$ cat config.mk
export PLATFORM = sky130hd
export DESIGN_NAME = autocorr_pitch_averager_unit
export DESIGN_NICKNAME = d
export VERILOG_FILES = /design/src/rtl/apa_pkg.sv /design/src/rtl/apa_divider.sv /design/src/rtl/apa_datapath.sv /design/src/rtl/apa_ctrl.sv /design/src/rtl/autocorr_pitch_averager_unit.sv
export SDC_FILE = /design/constraint.sdc
export NUM_CORES = 1
export LEC_CHECK = 0
export BUFFER_PORTS_ARGS = -buffer_cell sky130_fd_sc_hd__clkbuf_2
export CAP_MARGIN = 0
export CORE_UTILIZATION = 25
export CTS_CLUSTER_DIAMETER = 30
export DETAILED_ROUTE_END_ITERATION = 10
export MAX_ROUTING_LAYER = met4
export PLACE_DENSITY_LB_ADDON = 0.05
export SLEW_MARGIN = 20
export SYNTH_ARGS = -nofsm -noshare
export SYNTH_HDL_FRONTEND = slang
export SYNTH_SLANG_ARGS = --single-unit
$ cat constraint.sdc
create_clock -name clock -period 6.8 [get_ports clock]
set_clock_uncertainty 0.15 [all_clocks]
set_input_delay 0.68 -clock clock [delete_from_list [all_inputs] [get_ports clock]]
set_output_delay 0.68 -clock clock [all_outputs]
set_load 0.05 [all_outputs]
$ cat src/rtl/apa_pkg.sv
// Shared types, codes and constants of the pitch averager.
// Used by every module of the block; no dependencies.
`timescale 1ns / 1ps
`default_nettype none
package apa_pkg;

   typedef logic signed [31:0] corr_type;
   typedef logic [8:0]         idx_type;
   typedef logic [17:0]        rate_type;
   typedef logic [18:0]        upper_type;
   typedef logic [7:0]         byte_type;
   typedef logic [25:0]        div_dend_type;
   typedef logic [8:0]         div_dvs_type;

   localparam int DIV_STEPS = 26;
   localparam int DIV_CNT_W = $clog2(DIV_STEPS);

   localparam rate_type RESET_SAMPLE_RATE = 18'd8000;
   localparam byte_type RESET_THRESHOLD   = 8'd6;
   localparam byte_type RESET_FRAMES      = 8'd50;

   // register indexes, word address bits [3:2]
   localparam logic [1:0] REG_SAMPLE_RATE = 2'd0;
   localparam logic [1:0] REG_THRESHOLD   = 2'd1;
   localparam logic [1:0] REG_FRAMES      = 2'd2;

   typedef enum logic [2:0] {
      PH_FIRST_PEAK,
      PH_FALL,
      PH_RISE,
      PH_SECOND_PEAK,
      PH_DONE
   } phase_type;

   typedef enum logic [3:0] {
      ST_SCAN,
      ST_PITCH_START,
      ST_PITCH_WAIT,
      ST_ACCUM,
      ST_MEAN_START,
      ST_MEAN_WAIT,
      ST_BAND_START,
      ST_BAND_WAIT,
      ST_LOAD
   } state_type;

   typedef enum logic [1:0] {
      DIV_PITCH,
      DIV_MEAN,
      DIV_BAND
   } div_sel_type;

   typedef struct packed {
      logic        scan_en;
      logic        frame_close;
      logic        div_start;
      div_sel_type div_sel;
      logic        pitch_zero;
      logic        pitch_load;
      logic        accum;
      logic        mean_load;
      logic        band_zero;
      logic        band_load;
      logic        out_load;
   } cmd_type;

   typedef struct packed {
      logic dist_zero;
      logic td_zero;
      logic window;
      logic div_busy;
      logic div_done;
   } status_type;

endpackage
`default_nettype wire

$ cat src/rtl/apa_divider.sv
// Restoring divider, one quotient bit per cycle, shared by all frame divisions.
// Depends on apa_pkg for operand widths and step count.
`timescale 1ns / 1ps
`default_nettype none
module apa_divider (
   input  wire logic                  clock,
   input  wire logic                  reset,
   input  wire logic                  start,
   input  wire apa_pkg::div_dend_type dividend,
   input  wire apa_pkg::div_dvs_type  divisor,
   output apa_pkg::div_dend_type      quotient,
   output logic                       busy,
   output logic                       done
);

   localparam int CntW = apa_pkg::DIV_CNT_W;
   localparam logic [CntW-1:0] CntLast = CntW'(apa_pkg::DIV_STEPS - 1);

   logic                  busy_ff, busy_in;
   logic                  done_ff, done_in;
   logic [CntW-1:0]       cnt_ff, cnt_in;
   apa_pkg::div_dend_type quo_ff, quo_in;
   apa_pkg::div_dvs_type  rem_ff, rem_in;
   apa_pkg::div_dvs_type  dvs_ff, dvs_in;
   logic [9:0]            trial;
   logic                  fits;

   always_comb begin
      trial   = {rem_ff, quo_ff[apa_pkg::DIV_STEPS-1]};
      fits    = trial >= {1'b0, dvs_ff};
      busy_in = busy_ff;
      done_in = 1'b0;
      cnt_in  = cnt_ff;
      quo_in  = quo_ff;
      rem_in  = rem_ff;
      dvs_in  = dvs_ff;
      if (start) begin
         busy_in = 1'b1;
         cnt_in  = '0;
         quo_in  = dividend;
         rem_in  = '0;
         dvs_in  = divisor;
      end else if (busy_ff) begin
         quo_in = {quo_ff[apa_pkg::DIV_STEPS-2:0], fits};
         rem_in = fits ? 9'(trial - {1'b0, dvs_ff}) : trial[8:0];
         cnt_in = cnt_ff + 1'b1;
         if (cnt_ff == CntLast) begin
            busy_in = 1'b0;
            done_in = 1'b1;
         end
      end
   end

   always_ff @(posedge clock) begin
      if (reset) begin
         busy_ff <= 1'b0;
         done_ff <= 1'b0;
      end else begin
         busy_ff <= busy_in;
         done_ff <= done_in;
      end
   end

   always_ff @(posedge clock) begin
      cnt_ff <= cnt_in;
      quo_ff <= quo_in;
      rem_ff <= rem_in;
      dvs_ff <= dvs_in;
   end

   assign quotient = quo_ff;
   assign busy     = busy_ff;
   assign done     = done_ff;

endmodule
`default_nettype wire

$ cat src/rtl/apa_datapath.sv
// Datapath: peak scan registers, frame accumulator, shared divider, result register.
// Depends on apa_pkg and apa_divider; driven by commands from apa_ctrl.
`timescale 1ns / 1ps
`default_nettype none
module apa_datapath #(
   parameter int FRAME_LENGTH = 256
) (
   input  wire logic                 clock,
   input  wire logic                 reset,
   input  wire apa_pkg::cmd_type     cmd,
   output apa_pkg::status_type       status,
   input  wire apa_pkg::rate_type    sample_rate,
   input  wire apa_pkg::byte_type    threshold_divisor,
   input  wire apa_pkg::byte_type    frames_to_average,
   input  wire apa_pkg::corr_type    corr_value,
   output apa_pkg::rate_type         pitch_hz,
   output logic                      distance_error,
   output logic                      mean_valid,
   output apa_pkg::rate_type         mean_pitch,
   output apa_pkg::upper_type        upper_bound,
   output apa_pkg::rate_type         lower_bound
);

   localparam apa_pkg::idx_type IdxStart = apa_pkg::idx_type'(FRAME_LENGTH - 1);

   apa_pkg::phase_type    phase_ff, phase_in, phase_scan;
   apa_pkg::corr_type     peak_ff, peak_in, peak_scan;
   apa_pkg::idx_type      index_ff, index_in;
   apa_pkg::idx_type      first_ff, first_in, first_scan;
   apa_pkg::idx_type      second_ff, second_in, second_scan;
   apa_pkg::idx_type      pos;
   apa_pkg::idx_type      dist_ff, dist_in;
   apa_pkg::div_dend_type sum_ff, sum_in;
   apa_pkg::byte_type     count_ff, count_in, count_plus;
   apa_pkg::rate_type     pitch_ff, mean_ff, band_ff;
   logic                  err_ff, window_ff;

   apa_pkg::rate_type     out_pitch_ff, out_mean_ff, out_lower_ff;
   apa_pkg::upper_type    out_upper_ff;
   logic                  out_err_ff, out_mvalid_ff;

   apa_pkg::div_dend_type div_dend, div_quo;
   apa_pkg::div_dvs_type  div_dvs;
   logic                  div_busy, div_done;

   // one step of the peak scan on the current value
   always_comb begin
      pos         = index_ff + 1'b1;
      phase_scan  = phase_ff;
      peak_scan   = peak_ff;
      first_scan  = first_ff;
      second_scan = second_ff;
      unique case (phase_ff)
         apa_pkg::PH_FIRST_PEAK: begin
            if (corr_value > peak_ff) begin
               peak_scan = corr_value;
            end else begin
               first_scan = pos;
               phase_scan = apa_pkg::PH_FALL;
            end
         end
         apa_pkg::PH_FALL: begin
            if (corr_value < 0) phase_scan = apa_pkg::PH_RISE;
         end
         apa_pkg::PH_RISE: begin
            if (corr_value > 0) begin
               phase_scan = apa_pkg::PH_SECOND_PEAK;
               peak_scan  = '0;
            end
         end
         apa_pkg::PH_SECOND_PEAK: begin
            if (corr_value > peak_ff) begin
               peak_scan = corr_value;
            end else begin
               second_scan = pos;
               phase_scan  = apa_pkg::PH_DONE;
            end
         end
         default: begin
         end
      endcase
   end

   always_comb begin
      phase_in  = phase_ff;
      peak_in   = peak_ff;
      index_in  = index_ff;
      first_in  = first_ff;
      second_in = second_ff;
      dist_in   = dist_ff;
      if (cmd.frame_close) begin
         // latch distance, then start the next frame
         dist_in   = (first_scan >= second_scan) ? first_scan - second_scan : '0;
         phase_in  = apa_pkg::PH_FIRST_PEAK;
         peak_in   = '0;
         index_in  = IdxStart;
         first_in  = '0;
         second_in = '0;
      end else if (cmd.scan_en) begin
         phase_in  = phase_scan;
         peak_in   = peak_scan;
         first_in  = first_scan;
         second_in = second_scan;
         index_in  = (index_ff != '0) ? index_ff - 1'b1 : index_ff;
      end
   end

   assign count_plus = count_ff + 1'b1;

   always_comb begin
      sum_in   = sum_ff;
      count_in = count_ff;
      if (cmd.accum) begin
         sum_in   = sum_ff + apa_pkg::div_dend_type'(pitch_ff);
         count_in = count_plus;
      end else if (cmd.out_load && window_ff) begin
         sum_in   = '0;
         count_in = '0;
      end
   end

   always_comb begin
      unique case (cmd.div_sel)
         apa_pkg::DIV_PITCH: begin
            div_dend = apa_pkg::div_dend_type'(sample_rate);
            div_dvs  = dist_ff;
         end
         apa_pkg::DIV_MEAN: begin
            div_dend = sum_ff;
            div_dvs  = apa_pkg::div_dvs_type'(count_ff);
         end
         apa_pkg::DIV_BAND: begin
            div_dend = apa_pkg::div_dend_type'(mean_ff);
            div_dvs  = apa_pkg::div_dvs_type'(threshold_divisor);
         end
         default: begin
            div_dend = '0;
            div_dvs  = '0;
         end
      endcase
   end

   apa_divider u_divider (
      .clock    (clock),
      .reset    (reset),
      .start    (cmd.div_start),
      .dividend (div_dend),
      .divisor  (div_dvs),
      .quotient (div_quo),
      .busy     (div_busy),
      .done     (div_done)
   );

   always_comb begin
      status.dist_zero = (dist_ff == '0);
      status.td_zero   = (threshold_divisor == '0);
      status.window    = (count_plus >= frames_to_average) && (count_plus != '0);
      status.div_busy  = div_busy;
      status.div_done  = div_done;
   end

   always_ff @(posedge clock) begin
      if (reset) begin
         phase_ff  <= apa_pkg::PH_FIRST_PEAK;
         peak_ff   <= '0;
         index_ff  <= IdxStart;
         first_ff  <= '0;
         second_ff <= '0;
         sum_ff    <= '0;
         count_ff  <= '0;
      end else begin
         phase_ff  <= phase_in;
         peak_ff   <= peak_in;
         index_ff  <= index_in;
         first_ff  <= first_in;
         second_ff <= second_in;
         sum_ff    <= sum_in;
         count_ff  <= count_in;
      end
   end

   always_ff @(posedge clock) begin
      dist_ff <= dist_in;
      if (cmd.pitch_zero) begin
         pitch_ff <= '0;
         err_ff   <= 1'b1;
      end else if (cmd.pitch_load) begin
         pitch_ff <= div_quo[17:0];
         err_ff   <= 1'b0;
      end
      if (cmd.accum) window_ff <= status.window;
      if (cmd.mean_load) mean_ff <= div_quo[17:0];
      if (cmd.band_zero) begin
         band_ff <= '0;
      end else if (cmd.band_load) begin
         band_ff <= div_quo[17:0];
      end
      if (cmd.out_load) begin
         out_pitch_ff  <= pitch_ff;
         out_err_ff    <= err_ff;
         out_mvalid_ff <= window_ff;
         out_mean_ff   <= window_ff ? mean_ff : '0;
         out_upper_ff  <= window_ff ? {1'b0, mean_ff} + {1'b0, band_ff} : '0;
         out_lower_ff  <= window_ff ? mean_ff - band_ff : '0;
      end
   end

   assign pitch_hz       = out_pitch_ff;
   assign distance_error = out_err_ff;
   assign mean_valid     = out_mvalid_ff;
   assign mean_pitch     = out_mean_ff;
   assign upper_bound    = out_upper_ff;
   assign lower_bound    = out_lower_ff;

endmodule
`default_nettype wire

$ cat src/rtl/apa_ctrl.sv
// Controller: sequences scan, divisions, accumulation and result hand-off.
// Depends on apa_pkg; issues commands to apa_datapath and reads its status.
`timescale 1ns / 1ps
`default_nettype none
module apa_ctrl (
   input  wire logic                clock,
   input  wire logic                reset,
   input  wire logic                req_valid,
   input  wire logic                req_frame_end,
   output logic                     req_ready,
   output logic                     rsp_valid,
   input  wire logic                rsp_ready,
   input  wire apa_pkg::status_type status,
   output apa_pkg::cmd_type         cmd
);

   apa_pkg::state_type state_ff, state_in;
   logic               rsp_valid_ff, rsp_valid_in;
   logic               accept;
   logic               slot_free;

   assign accept    = req_valid && req_ready;
   assign slot_free = !rsp_valid_ff || rsp_ready;

   always_comb begin
      state_in = state_ff;
      unique case (state_ff)
         apa_pkg::ST_SCAN: begin
            if (accept && req_frame_end) state_in = apa_pkg::ST_PITCH_START;
         end
         apa_pkg::ST_PITCH_START: begin
            state_in = status.dist_zero ? apa_pkg::ST_ACCUM : apa_pkg::ST_PITCH_WAIT;
         end
         apa_pkg::ST_PITCH_WAIT: begin
            if (status.div_done) state_in = apa_pkg::ST_ACCUM;
         end
         apa_pkg::ST_ACCUM: begin
            state_in = status.window ? apa_pkg::ST_MEAN_START : apa_pkg::ST_LOAD;
         end
         apa_pkg::ST_MEAN_START: begin
            state_in = apa_pkg::ST_MEAN_WAIT;
         end
         apa_pkg::ST_MEAN_WAIT: begin
            if (status.div_done) state_in = apa_pkg::ST_BAND_START;
         end
         apa_pkg::ST_BAND_START: begin
            state_in = status.td_zero ? apa_pkg::ST_LOAD : apa_pkg::ST_BAND_WAIT;
         end
         apa_pkg::ST_BAND_WAIT: begin
            if (status.div_done) state_in = apa_pkg::ST_LOAD;
         end
         apa_pkg::ST_LOAD: begin
            if (slot_free) state_in = apa_pkg::ST_SCAN;
         end
         default: begin
            state_in = apa_pkg::ST_SCAN;
         end
      endcase
   end

   always_comb begin
      cmd         = '0;
      cmd.div_sel = apa_pkg::DIV_PITCH;
      req_ready   = 1'b0;
      unique case (state_ff)
         apa_pkg::ST_SCAN: begin
            req_ready       = 1'b1;
            cmd.scan_en     = req_valid;
            cmd.frame_close = req_valid && req_frame_end;
         end
         apa_pkg::ST_PITCH_START: begin
            cmd.pitch_zero = status.dist_zero;
            cmd.div_start  = !status.dist_zero;
         end
         apa_pkg::ST_PITCH_WAIT: begin
            cmd.pitch_load = status.div_done;
         end
         apa_pkg::ST_ACCUM: begin
            cmd.accum = 1'b1;
         end
         apa_pkg::ST_MEAN_START: begin
            cmd.div_sel   = apa_pkg::DIV_MEAN;
            cmd.div_start = 1'b1;
         end
         apa_pkg::ST_MEAN_WAIT: begin
            cmd.div_sel   = apa_pkg::DIV_MEAN;
            cmd.mean_load = status.div_done;
         end
         apa_pkg::ST_BAND_START: begin
            cmd.div_sel   = apa_pkg::DIV_BAND;
            cmd.band_zero = status.td_zero;
            cmd.div_start = !status.td_zero;
         end
         apa_pkg::ST_BAND_WAIT: begin
            cmd.div_sel   = apa_pkg::DIV_BAND;
            cmd.band_load = status.div_done;
         end
         apa_pkg::ST_LOAD: begin
            cmd.out_load = slot_free;
         end
         default: begin
         end
      endcase
   end

   // hold the result until taken; a new load replaces it in the same cycle
   always_comb begin
      rsp_valid_in = rsp_valid_ff;
      if (cmd.out_load) begin
         rsp_valid_in = 1'b1;
      end else if (rsp_ready) begin
         rsp_valid_in = 1'b0;
      end
   end

   always_ff @(posedge clock) begin
      if (reset) begin
         state_ff     <= apa_pkg::ST_SCAN;
         rsp_valid_ff <= 1'b0;
      end else begin
         state_ff     <= state_in;
         rsp_valid_ff <= rsp_valid_in;
      end
   end

   assign rsp_valid = rsp_valid_ff;

   a_no_overwrite: assert property (@(posedge clock) disable iff (reset)
      cmd.out_load |-> (!rsp_valid_ff || rsp_ready))
      else $error("result register overwritten before taken");

   a_div_idle_start: assert property (@(posedge clock) disable iff (reset)
      cmd.div_start |-> !status.div_busy)
      else $error("divider started while busy");

   a_stall_after_frame: assert property (@(posedge clock) disable iff (reset)
      (req_valid && req_ready && req_frame_end) |=> !req_ready)
      else $error("input taken during frame-end processing");

   a_done_when_waiting: assert property (@(posedge clock) disable iff (reset)
      status.div_done |-> (state_ff == apa_pkg::ST_PITCH_WAIT ||
                           state_ff == apa_pkg::ST_MEAN_WAIT ||
                           state_ff == apa_pkg::ST_BAND_WAIT))
      else $error("divider finished outside a wait state");

endmodule
`default_nettype wire

$ cat src/rtl/autocorr_pitch_averager_unit.sv
// Autocorrelation pitch averager: one value per cycle while scanning a frame.
// A frame-end transaction gives its result after the 26-step shared divider has run
// once for the pitch (skipped for a zero distance) and, when it closes a window,
// also for the mean and for the band (skipped for a zero divisor).
// No input is taken until the result is in the output register.
// Reset is synchronous: configuration returns to 8000 Hz, divisor 6, 50 frames.
`timescale 1ns / 1ps
`default_nettype none
module autocorr_pitch_averager_unit #(
   parameter int FRAME_LENGTH = 256
) (
   input  wire logic                     clock,
   input  wire logic                     reset,
   input  wire logic                     req_valid,
   output logic                          req_ready,
   input  wire logic signed [31:0]       req_corr_value,
   input  wire logic                     req_frame_end,
   output logic                          rsp_valid,
   input  wire logic                     rsp_ready,
   output logic [17:0]                   rsp_pitch_hz,
   output logic                          rsp_distance_error,
   output logic                          rsp_mean_valid,
   output logic [17:0]                   rsp_mean_pitch,
   output logic [18:0]                   rsp_upper_bound,
   output logic [17:0]                   rsp_lower_bound,
   input  wire logic                     psel,
   input  wire logic                     penable,
   input  wire logic                     pwrite,
   input  wire logic [3:0]               paddr,
   input  wire logic [31:0]              pwdata,
   output logic [31:0]                   prdata,
   output logic                          pready
);

   apa_pkg::rate_type   sample_rate_ff, sample_rate_in;
   apa_pkg::byte_type   threshold_ff, threshold_in;
   apa_pkg::byte_type   frames_ff, frames_in;
   logic                csr_write;
   apa_pkg::cmd_type    cmd;
   apa_pkg::status_type status;

   assign pready    = 1'b1;
   assign csr_write = psel && penable && pwrite && pready;

   always_comb begin
      sample_rate_in = sample_rate_ff;
      threshold_in   = threshold_ff;
      frames_in      = frames_ff;
      if (csr_write) begin
         unique case (paddr[3:2])
            apa_pkg::REG_SAMPLE_RATE: sample_rate_in = pwdata[17:0];
            apa_pkg::REG_THRESHOLD:   threshold_in   = pwdata[7:0];
            apa_pkg::REG_FRAMES:      frames_in      = pwdata[7:0];
            default: begin
            end
         endcase
      end
   end

   always_comb begin
      unique case (paddr[3:2])
         apa_pkg::REG_SAMPLE_RATE: prdata = 32'(sample_rate_ff);
         apa_pkg::REG_THRESHOLD:   prdata = 32'(threshold_ff);
         apa_pkg::REG_FRAMES:      prdata = 32'(frames_ff);
         default:                  prdata = '0;
      endcase
   end

   always_ff @(posedge clock) begin
      if (reset) begin
         sample_rate_ff <= apa_pkg::RESET_SAMPLE_RATE;
         threshold_ff   <= apa_pkg::RESET_THRESHOLD;
         frames_ff      <= apa_pkg::RESET_FRAMES;
      end else begin
         sample_rate_ff <= sample_rate_in;
         threshold_ff   <= threshold_in;
         frames_ff      <= frames_in;
      end
   end

   apa_ctrl u_ctrl (
      .clock         (clock),
      .reset         (reset),
      .req_valid     (req_valid),
      .req_frame_end (req_frame_end),
      .req_ready     (req_ready),
      .rsp_valid     (rsp_valid),
      .rsp_ready     (rsp_ready),
      .status        (status),
      .cmd           (cmd)
   );

   apa_datapath #(
      .FRAME_LENGTH (FRAME_LENGTH)
   ) u_datapath (
      .clock             (clock),
      .reset             (reset),
      .cmd               (cmd),
      .status            (status),
      .sample_rate       (sample_rate_ff),
      .threshold_divisor (threshold_ff),
      .frames_to_average (frames_ff),
      .corr_value        (req_corr_value),
      .pitch_hz          (rsp_pitch_hz),
      .distance_error    (rsp_distance_error),
      .mean_valid        (rsp_mean_valid),
      .mean_pitch        (rsp_mean_pitch),
      .upper_bound       (rsp_upper_bound),
      .lower_bound       (rsp_lower_bound)
   );

endmodule
`default_nettype wire

==> reports/metrics.cfg <==
[global_route]
overflow = 0
grt_pass1_wl_um = 78880
grt_pass1_vias = 14096
antenna_found_initial = 3
grt_max_degree = 75
grt_util_all_layers_pct = 14.57

[routing]
finalWirelength_um = 50500
drt_first_pass_iters = 5
drt-wirelength-per-cell_um = 16.18
vias = 13828
drt-vias-per-instance = 4.431
drc_errors = 0
route.antenna.remaining_nets = 0
first_iter_violations = 625

[clock_network]
cts_htree_levels = 3
cts-root-buf = clkbuf_16
cts_resized = 0
cts_sinks = 325
cts.clk_slew.worst_paths_ps = 50
clkLatencyLatePin_ps = 630
post_cts_buffers = 0
clockBufferDepth = 3
cts_tree = built
holdBufCountCts = 0
cts-buffers-inserted = 104

[critical_path]
cp_max_fo = 10
cp-end-kind = flip-flop
reg2reg_depth = 19
cp_num_buf_inv = 3
r2r-start = u_datapath.peak_ff[15]$_SDFFE_PP0P_
start_kind = flip-flop
cpPeakStageDelay_ps = 530
cp_num_cells = 19
path_cells = inv_1 -> ha_1 -> nand4_1 -> nor4_1 -> a2111oi_0 -> o2111ai_1 -> a21oi_1 -> buf_4 -> mux2i_1 -> inv_1 -> ha_1 -> nor2b_1 -> o21ai_0 -> nand2b_1 -> a21o_1 -> a21o_1 -> a31oi_1 -> o21a_1 -> nor2_1
crit_type = reg -> reg
crit_arrival_ps = 5120
slowest_stage = nor4_1
cp-endpoint = u_datapath.dist_ff[6]$_SDFFCE_PN0P_
reg2reg_slack_ps = 1880
setup.worst_path.start = u_datapath.peak_ff[15]$_SDFFE_PP0P_
cp.required_ps = 7000
reg2reg_to = u_datapath.dist_ff[6]$_SDFFCE_PN0P_
path_delay_family = compound AO/OA/AOI/OAI gates

[yosys]
synth_top_area_share_pct = 23.30
yosys_warnings = 0
synth_area_leaders = edfxtp_1, dfxtp_1, ha_1, nand2_1, mux2i_1
synth_most_common_cell = nand2_1
syn_area_per_cell_sq_um = 9.275
ys_async_sr_fraction_pct = 0
syn-cell-area_sq_um = 17660
ys.flop_type = dfxtp_1
ys_seq_area_share_pct = 44.61
synth-edff-count = 137
synth_top_area_cell = edfxtp_1
synth.distinct_cells = 72
synthTopCellsByCount = nand2_1, dfxtp_1, a21oi_1
syn_inst = 1904
ys_seq_elements = 325

[cells_and_area]
final_cells = 3121
nets = 2286
finish.utilization_pct = 32.62
seq_area_sq_um = 7879
final.fill_count = 7309
multi_input_area_sq_um = 9021
flow.area_growth_from_synthesis_pct = 29.12
drive_above_1_share_pct = 17.13

[floorplan]
pin_count = 186
dieArea_sq_um = 71700
rows = 97
start_util_pct = 25.26
die_x_um = 267.8
dieHeight_um = 267.8
core_sq_um = 69910

[sta]
rsz0062_at_grt = false
finalSetupViolCount = 0
fin_crit_ps = 4917
hold_violations = 0
finalMaxSlewViolations = 0
period_share_pct = 72.31
fmax_mhz = 203.4
hold_slack_ps = 121.5
relSlewSlack_pct = 29.12
worst-slew-pin-transition_ps = 1060
tns_ps = 0

[power_and_ir_drop]
vdd_ir_drop_max_mv = 0.1654
leakage_nw = 9.341
powerDensity_nw_per_um2 = 334.7

[worst_hold_path]
holdCritPathClass = in -> reg
whs_path_depth = 3

[placed_design]
place.gp.congestion = 0.7730
dp.cells = 2922
dpl.hpwl_um = 36290
port_buffers = 154

[outcome]
status = complete, no violations

[flow_run]
maxCapViolations = 0

cell families after synthesis:
| logic type | share of synthesized area (%) |
|---|---|
| muxes | 7.092 |
| and+or+nand+nor | 18.05 |
| AOI/OAI and AO/OA | 13.09 |
| buffers and inverters | 4.889 |
| other | 0.04253 |
| DFF | 44.61 |
| xor gates and xnor gates | 3.373 |
| adders and majority gates | 8.856 |
tightest hold or removal path, stage by stage:
cell and delay [ps]:
clkbuf_2 80, nand2_1 40, nand3b_1 70
power by group:
group / total, mW / internal (mW) / switching (mW)
sequential: 2.24 / 2.16 / 0.0798
combinational: 0.801 / 0.314 / 0.486
clock: 4.59 / 3.26 / 1.33
total: 7.63 / 5.74 / 1.90
cells in the final DEF (no fill, tap or decap), drive strengths merged, types with 14 or more instances in the layout:
| master | instances |
|---|---|
| a211oi | 14 |
| a21o | 26 |
| a21oi | 144 |
| a22oi | 18 |
| and2 | 53 |
| buf | 19 |
| clkbuf | 310 |
| clkinv | 29 |
| conb | 15 |
| dfxtp | 188 |
| edfxtp | 137 |
| ha | 117 |
| inv | 100 |
| mux2i | 115 |
| nand2 | 310 |
| nand2b | 20 |
| nand3 | 37 |
| nand4 | 17 |
| nor2 | 138 |
| nor2b | 19 |
| nor3 | 22 |
| nor4 | 14 |
| o21ai | 82 |
| xnor2 | 43 |
| xor2 | 25 |
sequential cells by signal, indices dropped and copies added, names as in the netlist, 4 cells and up:
signal / flops
u_datapath.index_ff: 9
u_datapath.u_divider.quotient: 26
u_datapath.second_ff: 9
u_datapath.upper_bound: 19
u_datapath.band_ff: 18
u_datapath.lower_bound: 17
u_datapath.peak_ff: 32
u_datapath.pitch_ff: 18
u_datapath.mean_ff: 18
u_datapath.pitch_hz: 18
sample_rate_ff: 18
u_ctrl.state_ff: 4
frames_ff: 8
u_datapath.u_divider.rem_ff: 9
threshold_ff: 8
u_datapath.u_divider.cnt_ff: 5
u_datapath.u_divider.dvs_ff: 9
u_datapath.count_ff: 8
u_datapath.dist_ff: 9
u_datapath.mean_pitch: 18
u_datapath.sum_ff: 26
u_datapath.first_ff: 9
final cells by class:
cell class              instances  area share, %
well taps                     940          5.158
clock buffers                 157          13.35
inverters                      97          1.597
diodes                          3        0.03292
repair buffers                172          3.973
multi-input cells            1388          39.56
clock inverters                39          1.778
flip-flops and latches        325          34.55
worst min-delay path by stage:
stage / from / end / slack [ps]
floorplan: u_datapath.err_ff$_SDFFE_PP1P_ / u_datapath.distance_error$_DFFE_PP_ / 260
global placement: u_datapath.err_ff$_SDFFE_PP1P_ / u_datapath.distance_error$_DFFE_PP_ / 270
detailed placement: u_datapath.err_ff$_SDFFE_PP1P_ / u_datapath.distance_error$_DFFE_PP_ / 270
CTS: pwdata[9] / sample_rate_ff[9]$_SDFFE_PP1P_ / 80
global route: pwdata[11] / sample_rate_ff[11]$_SDFFE_PP1P_ / 100
finish: pwdata[11] / sample_rate_ff[11]$_SDFFE_PP1P_ / 120
routing by layer:
layer / part of all wire [%] / vias up / GRT usage, %
li1: - / 7055 / -
met1: 45 / 6445 / 17.24
met2: 48 / 236 / 24.10
met3: 4.6 / 92 / 3.226
met4: 2.2 / 0 / 5.436
met5: 0 / - / -
stage by stage:
stage          total power, mW  area (sq um)  setup slack [ps]
3_5_place_dp             3.086         19350              1347
5_1_grt                  7.995         22800              1378
4_1_cts                  7.767         22790              1747
2_1_floorplan            2.873         17710              1433
6_report                 7.632         22800              1883
3_3_place_gp             3.084         19350              1349
Power figures use the tool's default switching activity.
